--- src/rtl/core/mexp_pkg.sv ---
// Shared constants and register codes for the modular exponentiation block.
package mexp_pkg;
	localparam int MOD_BITS_DEF = 31;
	localparam int EXP_BITS_DEF = 32;
	localparam int BASE_BITS = 31;
	localparam int OUT_BITS = 31;
	localparam int ADDR_BITS = 3;
	localparam int DATA_BITS = 32;
	localparam logic [BASE_BITS-1:0] MOD_RESET = 31'd23;
	localparam logic REG_MODULUS = 1'b0;
endpackage

--- src/rtl/core/mexp_cfg.sv ---
// APB register file holding the modulus.
module mexp_cfg
	import mexp_pkg::*;
#(
	parameter int MOD_BITS = MOD_BITS_DEF
) (
	input  logic                 clk,
	input  logic                 arst_n,
	input  logic                 psel,
	input  logic                 penable,
	input  logic                 pwrite,
	input  logic [ADDR_BITS-1:0] paddr,
	input  logic [DATA_BITS-1:0] pwdata,
	output logic [DATA_BITS-1:0] prdata,
	output logic                 pready,
	output logic [MOD_BITS-1:0]  modulus
);
	logic [MOD_BITS-1:0] modulus_q;
	logic                reg_index;

	assign reg_index = paddr[ADDR_BITS-1];
	assign pready = 1'b1;

	always_ff @(posedge clk or negedge arst_n) begin
		if (!arst_n) begin
			modulus_q <= MOD_RESET[MOD_BITS-1:0];
		end else if (psel && penable && pwrite && pready && reg_index == REG_MODULUS) begin
			modulus_q <= pwdata[MOD_BITS-1:0];
		end
	end

	assign prdata = (reg_index == REG_MODULUS) ? DATA_BITS'(modulus_q) : '0;
	assign modulus = modulus_q;
endmodule

--- src/rtl/core/mexp_modmul.sv ---
// Bit-serial interleaved modular multiplier, one multiplier bit per cycle.
module mexp_modmul
	import mexp_pkg::*;
#(
	parameter int MOD_BITS = MOD_BITS_DEF
) (
	input  logic                 clk,
	input  logic                 arst_n,
	input  logic                 start,
	input  logic [MOD_BITS-1:0]  mcand,
	input  logic [BASE_BITS-1:0] mplier,
	input  logic [MOD_BITS-1:0]  modulus,
	output logic                 done,
	output logic [MOD_BITS-1:0]  product
);
	localparam int W = MOD_BITS + 2;
	localparam int CNT_BITS = $clog2(BASE_BITS + 1);

	logic [MOD_BITS-1:0]  r_q;
	logic [MOD_BITS-1:0]  a_q;
	logic [BASE_BITS-1:0] b_q;
	logic [CNT_BITS-1:0]  cnt_q;
	logic                 busy_q;
	logic                 done_q;
	logic [W-1:0]         t;
	logic [W-1:0]         m1;
	logic [W-1:0]         m2;
	logic [W-1:0]         r_next;

	always_comb begin
		m1 = {2'b00, modulus};
		m2 = {1'b0, modulus, 1'b0};
		t = {1'b0, r_q, 1'b0} + (b_q[BASE_BITS-1] ? {2'b00, a_q} : '0);
		if (t >= m2) begin
			r_next = t - m2;
		end else if (t >= m1) begin
			r_next = t - m1;
		end else begin
			r_next = t;
		end
	end

	always_ff @(posedge clk or negedge arst_n) begin
		if (!arst_n) begin
			busy_q <= 1'b0;
			done_q <= 1'b0;
			cnt_q <= '0;
		end else begin
			done_q <= 1'b0;
			if (start) begin
				busy_q <= 1'b1;
				cnt_q <= CNT_BITS'(BASE_BITS);
			end else if (busy_q) begin
				cnt_q <= cnt_q - 1'b1;
				if (cnt_q == CNT_BITS'(1)) begin
					busy_q <= 1'b0;
					done_q <= 1'b1;
				end
			end
		end
	end

	always_ff @(posedge clk) begin
		if (start) begin
			r_q <= '0;
			a_q <= mcand;
			b_q <= mplier;
		end else if (busy_q) begin
			r_q <= r_next[MOD_BITS-1:0];
			b_q <= b_q << 1;
		end
	end

	assign done = done_q;
	assign product = r_q;
endmodule

--- src/rtl/core/modular_exponentiation.sv ---
// Top level: square-and-multiply sequencer around a shared modular multiplier.
// The base reduction, every squaring and every multiply for a set bit each run on the bit-serial multiplier.
// An exponent of zero or a modulus of zero skips the multiplier and goes straight to the finish state.
// One item is in work at a time; a new item can be taken while the last result still waits at the output.
// Asynchronous active-low reset idles the sequencer, empties the output and sets the modulus to 23.
module modular_exponentiation
	import mexp_pkg::*;
#(
	parameter int MOD_BITS = MOD_BITS_DEF,
	parameter int EXP_BITS = EXP_BITS_DEF
) (
	input  logic                 clk,
	input  logic                 arst_n,
	input  logic                 in_valid,
	output logic                 in_ready,
	input  logic [BASE_BITS-1:0] base_value,
	input  logic [EXP_BITS-1:0]  exponent,
	output logic                 out_valid,
	input  logic                 out_ready,
	output logic [OUT_BITS-1:0]  power_result,
	input  logic                 psel,
	input  logic                 penable,
	input  logic                 pwrite,
	input  logic [ADDR_BITS-1:0] paddr,
	input  logic [DATA_BITS-1:0] pwdata,
	output logic [DATA_BITS-1:0] prdata,
	output logic                 pready
);
	localparam logic [2:0] ST_IDLE   = 3'd0;
	localparam logic [2:0] ST_RED    = 3'd1;
	localparam logic [2:0] ST_SQ_GO  = 3'd2;
	localparam logic [2:0] ST_SQ     = 3'd3;
	localparam logic [2:0] ST_MUL_GO = 3'd4;
	localparam logic [2:0] ST_MUL    = 3'd5;
	localparam logic [2:0] ST_FIN    = 3'd6;
	localparam int ECNT_BITS = $clog2(EXP_BITS + 1);

	logic [2:0]           state_q;
	logic [MOD_BITS-1:0]  acc_q;
	logic [MOD_BITS-1:0]  base_q;
	logic [EXP_BITS-1:0]  exp_q;
	logic [ECNT_BITS-1:0] ecnt_q;
	logic [OUT_BITS-1:0]  out_q;
	logic                 out_valid_q;
	logic [MOD_BITS-1:0]  modulus;
	logic                 accept;
	logic                 mm_start;
	logic [MOD_BITS-1:0]  mm_mcand;
	logic [BASE_BITS-1:0] mm_mplier;
	logic                 mm_done;
	logic [MOD_BITS-1:0]  mm_product;
	logic                 run;

	mexp_cfg #(.MOD_BITS(MOD_BITS)) u_cfg (
		.clk     (clk),
		.arst_n  (arst_n),
		.psel    (psel),
		.penable (penable),
		.pwrite  (pwrite),
		.paddr   (paddr),
		.pwdata  (pwdata),
		.prdata  (prdata),
		.pready  (pready),
		.modulus (modulus)
	);

	mexp_modmul #(.MOD_BITS(MOD_BITS)) u_mul (
		.clk     (clk),
		.arst_n  (arst_n),
		.start   (mm_start),
		.mcand   (mm_mcand),
		.mplier  (mm_mplier),
		.modulus (modulus),
		.done    (mm_done),
		.product (mm_product)
	);

	assign in_ready = (state_q == ST_IDLE);
	assign accept = in_valid && in_ready;
	assign run = (exponent != '0) && (modulus != '0);

	always_comb begin
		mm_start = 1'b0;
		mm_mcand = MOD_BITS'(1);
		mm_mplier = base_value;
		case (state_q)
			ST_IDLE: begin
				mm_start = accept && run;
			end
			ST_SQ_GO: begin
				mm_start = 1'b1;
				mm_mcand = acc_q;
				mm_mplier = BASE_BITS'(acc_q);
			end
			ST_MUL_GO: begin
				mm_start = 1'b1;
				mm_mcand = base_q;
				mm_mplier = BASE_BITS'(acc_q);
			end
			default: begin
				mm_start = 1'b0;
			end
		endcase
	end

	always_ff @(posedge clk or negedge arst_n) begin
		if (!arst_n) begin
			state_q <= ST_IDLE;
			out_valid_q <= 1'b0;
			ecnt_q <= '0;
		end else begin
			if (state_q == ST_FIN && (!out_valid_q || out_ready)) begin
				out_valid_q <= 1'b1;
			end else if (out_valid_q && out_ready) begin
				out_valid_q <= 1'b0;
			end
			case (state_q)
				ST_IDLE: begin
					if (accept) begin
						state_q <= run ? ST_RED : ST_FIN;
						ecnt_q <= ECNT_BITS'(EXP_BITS);
					end
				end
				ST_RED: begin
					if (mm_done) begin
						state_q <= ST_SQ_GO;
					end
				end
				ST_SQ_GO: begin
					state_q <= ST_SQ;
				end
				ST_SQ: begin
					if (mm_done) begin
						if (exp_q[EXP_BITS-1]) begin
							state_q <= ST_MUL_GO;
						end else begin
							ecnt_q <= ecnt_q - 1'b1;
							state_q <= (ecnt_q == ECNT_BITS'(1)) ? ST_FIN : ST_SQ_GO;
						end
					end
				end
				ST_MUL_GO: begin
					state_q <= ST_MUL;
				end
				ST_MUL: begin
					if (mm_done) begin
						ecnt_q <= ecnt_q - 1'b1;
						state_q <= (ecnt_q == ECNT_BITS'(1)) ? ST_FIN : ST_SQ_GO;
					end
				end
				ST_FIN: begin
					if (!out_valid_q || out_ready) begin
						state_q <= ST_IDLE;
					end
				end
				default: begin
					state_q <= ST_IDLE;
				end
			endcase
		end
	end

	always_ff @(posedge clk) begin
		case (state_q)
			ST_IDLE: begin
				if (accept) begin
					exp_q <= exponent;
					if (exponent == '0) begin
						acc_q <= MOD_BITS'(1);
					end else if (modulus == '0 || modulus == MOD_BITS'(1)) begin
						acc_q <= '0;
					end else begin
						acc_q <= MOD_BITS'(1);
					end
				end
			end
			ST_RED: begin
				if (mm_done) begin
					base_q <= mm_product;
				end
			end
			ST_SQ: begin
				if (mm_done) begin
					acc_q <= mm_product;
					if (!exp_q[EXP_BITS-1]) begin
						exp_q <= exp_q << 1;
					end
				end
			end
			ST_MUL: begin
				if (mm_done) begin
					acc_q <= mm_product;
					exp_q <= exp_q << 1;
				end
			end
			ST_FIN: begin
				if (!out_valid_q || out_ready) begin
					out_q <= OUT_BITS'(acc_q);
				end
			end
			default: begin
			end
		endcase
	end

	assign out_valid = out_valid_q;
	assign power_result = out_q;
endmodule

--- config.mk ---
export PLATFORM = sky130hd
export DESIGN_NAME = modular_exponentiation
export DESIGN_NICKNAME = d
export VERILOG_FILES = /design/src/rtl/core/mexp_pkg.sv /design/src/rtl/core/mexp_cfg.sv /design/src/rtl/core/mexp_modmul.sv /design/src/rtl/core/modular_exponentiation.sv
export SDC_FILE = /design/constraint.sdc
export NUM_CORES = 1
export LEC_CHECK = 0
export BUFFER_PORTS_ARGS = -buffer_cell sky130_fd_sc_hd__clkbuf_2
export CAP_MARGIN = 20
export CELL_PAD_IN_SITES_DETAIL_PLACEMENT = 2
export CELL_PAD_IN_SITES_GLOBAL_PLACEMENT = 2
export CORE_MARGIN = 2
export CORE_UTILIZATION = 42
export DETAILED_ROUTE_END_ITERATION = 7
export PLACE_DENSITY_LB_ADDON = 0.08
export SYNTH_ARGS = -nofsm -noshare
export SYNTH_HDL_FRONTEND = slang
export SYNTH_SLANG_ARGS = --single-unit
--- constraint.sdc ---
create_clock -name clk -period 16.4 [get_ports clk]
set_clock_uncertainty 0.2 [all_clocks]
set_input_delay 0.82 -clock clk [delete_from_list [all_inputs] [get_ports clk]]
set_output_delay 0.82 -clock clk [all_outputs]
set_load 0.02 [all_outputs]
==> results.md <==
- Initial DRC count: 806
- Syn Nets: 1798
- Detail Placement HPWL: 41.9 mm
- Asr flop ratio synth: 0.180
- Post-CTS Setup Repair Bufs: 0
- Final hold violations: 0
- Number of global-route vias before repair: 14700
- Kind of critical path: flop to flop
- Ant diodes: 0
- Initial antenna violation count: 0
- Setup WS pre-CTS: 9.10 ns
- DP Area: 17600 um^2
- Setup TNS: 0 ns
- Number of port buffers: 165
- Cell area after synthesis: 16200 um^2
- Vias per inst: 5.88
- # IOs: 171
- Slew Limit Fails: 0
- CP bufs+invs: 3
- Antenna-violating nets left: 0
- Post-DR wirelength/cell: 24.6 um
- Crit-path slowest cell: or4_1
- Root Driver: clkbuf_16
- Hold buffer count at CTS: 0
- Final setup vio count: 0
- DIE AREA: 40200 um^2
- Actual transition at the worst max-transition pin: 1.06 ns
- EDFF count, synth: 187
- Clk_lat worst skew: 0.60 ns
- Grt ovf: 0
- Top_reg_cell synth: edfxtp_1
- # DRC: 0
- First-pass GRT wire length: 88.3 mm
- RSZ-0062 raised after global routing: false
- Register area share after synthesis: 0.459
- Overall routing resource usage: 0.277
- Nature of the critical path startpoint: flop
- Cell family with most CP delay: simple AND/OR/NAND/NOR gates
- Most frequent cell after synthesis: edfxtp_1
- TritonCTS Buffers: 30
- H-tree levels: 1
- CTS max path bufs: 3
- Die Ht: 200 um
- Final worst slack: 9.00 ns
- Clk pin slew, worst setup/hold paths: 0.06 ns
- Layout cell share with drive strength beyond 1: 0.164
- Critical Path End Type: flop
- Yosys cell types: 81
- Core area: 37800 um^2
- Fmax: 135 MHz
- Initial Util: 0.428
- HP Class: primary input to asynchronous set/reset pin
- Clk sinks: 266
- Post-synth top area share: 0.347
- Design Area, Final: 18600 um^2
- CP dominant cell by count: a211oi_1
- Nets: 1949
- Period utilisation layout: 0.451
- CTS tree: done
- Largest net degree at the start of global routing: 98
- Post-synth top area cell: edfxtp_1
- Post-cts resize count: 0
- WP data required: 16.70 ns
- Synth Warn #: 0
- Via count: 13400
- First-pass DRT Iterations: 5
- Final GP Congestion: 0.892
- Top cells by area, synth: edfxtp_1 (35%), ha_1 (7.4%), dfrtp_1 (6.8%), dfxtp_1 (3.8%), o21ai_0 (3.5%)
- Avg Cell Area, Syn: 10.2 um^2
- Crit-path cells: buf_4 > and2_1 > ha_1 > fa_1 > a211oi_1 > nor3_1 > o21ai_1 > a211oi_1 > nor2_1 > o21ai_0 > and4b_1 > nor3_1 > inv_1 > ha_1 > nand4_1 > or4_1 > o31ai_1 > nor2_1 > a31oi_1 > or2_1 > buf_4 > nor2_2 > a21boi_0 > a211oi_1
- Area grow syn2layout: 14.7%
- Crit path time final: 7.40 ns
- Crit path max fanout: 31
- Rel. slew slack: 0.295
- Post-synth top cells: edfxtp_1 (187), nand2_1 (119), o21ai_0 (113)
- Worst path arrival time: 7.70 ns
- CP peak stage delay: 0.70 ns
- Drt total wl: 56.2 mm
- # rows: 71
- Status: completed
- Gate Count Post-Synth: 1594
- Die W: 200 um
- Post-synthesis register bit count: 266
- Max-Cap Viols: 0
==> layout by cell type, fill, tap and decap left out, types with 32 or more instances in the layout <==
cell type,instances
and2_1,65
mux2i_1,35
nor2_1,111
a22o_1,62
inv_1,66
nand2_1,119
o21ai_0,113
dfrtp_1,44
xnor2_1,49
ha_1,96
a21oi_1,100
nand3_1,32
clkbuf_2,165
edfxtp_1,187
a21o_1,44
==> through the flow <==
stage               instances  hold WS (ns)  utilization
global placement         2223         0.272        0.464
detailed placement       2223         0.305        0.464
floorplan                1594         0.237            -
global route             2280         0.215        0.491
finish                   2280         0.172        0.491
CTS                      2279         0.179        0.491
==> worst paths after layout <==
kind,from,endpoint,slack [ns],depth (start not counted)
worst max-delay path,u_mul.b_q[30]$_DFFE_PP_,u_mul.product[30]$_SDFFE_PP0P_,9.00,24
worst min-delay path,arst_n,u_cfg.modulus[6]$_DFFE_PN0P_,0.17,2
worst max register to register,u_mul.b_q[30]$_DFFE_PP_,u_mul.product[30]$_SDFFE_PP0P_,9.00,24
worst min register to register,acc_q[7]$_SDFFCE_PP0P_,power_result[7]$_DFFE_PP_,0.31,0
max in group asynchronous,arst_n,u_mul.cnt_q[3]$_DFFE_PN0P_,15.36,2
min in group clk,pwdata[29],u_cfg.modulus[29]$_DFFE_PN0P_,0.27,2
==> sequential cells by signal (all words and copies together), names as in the netlist <==
name / cells
acc_q: 31
base_q: 31
ecnt_q: 6
exp_q: 32
out_valid: 1
power_result: 31
state_q: 3
u_cfg.modulus: 31
u_mul.a_q: 31
u_mul.b_q: 31
u_mul.busy_q: 1
u_mul.cnt_q: 5
u_mul.done: 1
u_mul.product: 31
==> cell families (layout without fill, tap and decap cells) <==
group | count (synthesis) | count (layout) | synth area share
flops | 266 | 266 | 0.459
fa+ha+maj | 99 | 99 | 0.0778
buf+inv | 135 | 310 | 0.0327
simple gates | 448 | 448 | 0.135
mux | 66 | 66 | 0.0432
other cells | 2 | 2 | 0.000463
compound gates | 497 | 497 | 0.206
xor+xnor | 81 | 81 | 0.0449
==> layer usage <==
| layer | global-route usage | share of wire | vias to the layer above |
|---|---|---|---|
| li1 | - | - | 6256 |
| met1 | 0.380 | 0.46 | 6806 |
| met2 | 0.481 | 0.48 | 295 |
| met3 | 0.0310 | 0.040 | 59 |
| met4 | 0.0452 | 0.016 | 0 |
| met5 | 0 | 0 | - |
==> area by class of cell <==
type                            count  area, um^2
Sequential cell                   266        7440
Clock inverter                     10         124
Inverter                           69         259
Tap cell                          511         639
Multi-Input combinational cell   1193        8260
Fill cell                        4053       19300
Timing Repair Buffer              185         996
Clock buffer                       46         871
Power is left out: the tool's default activity adds up to more than one toggle a clock period on the data nets, which glitch-free logic cannot reach.
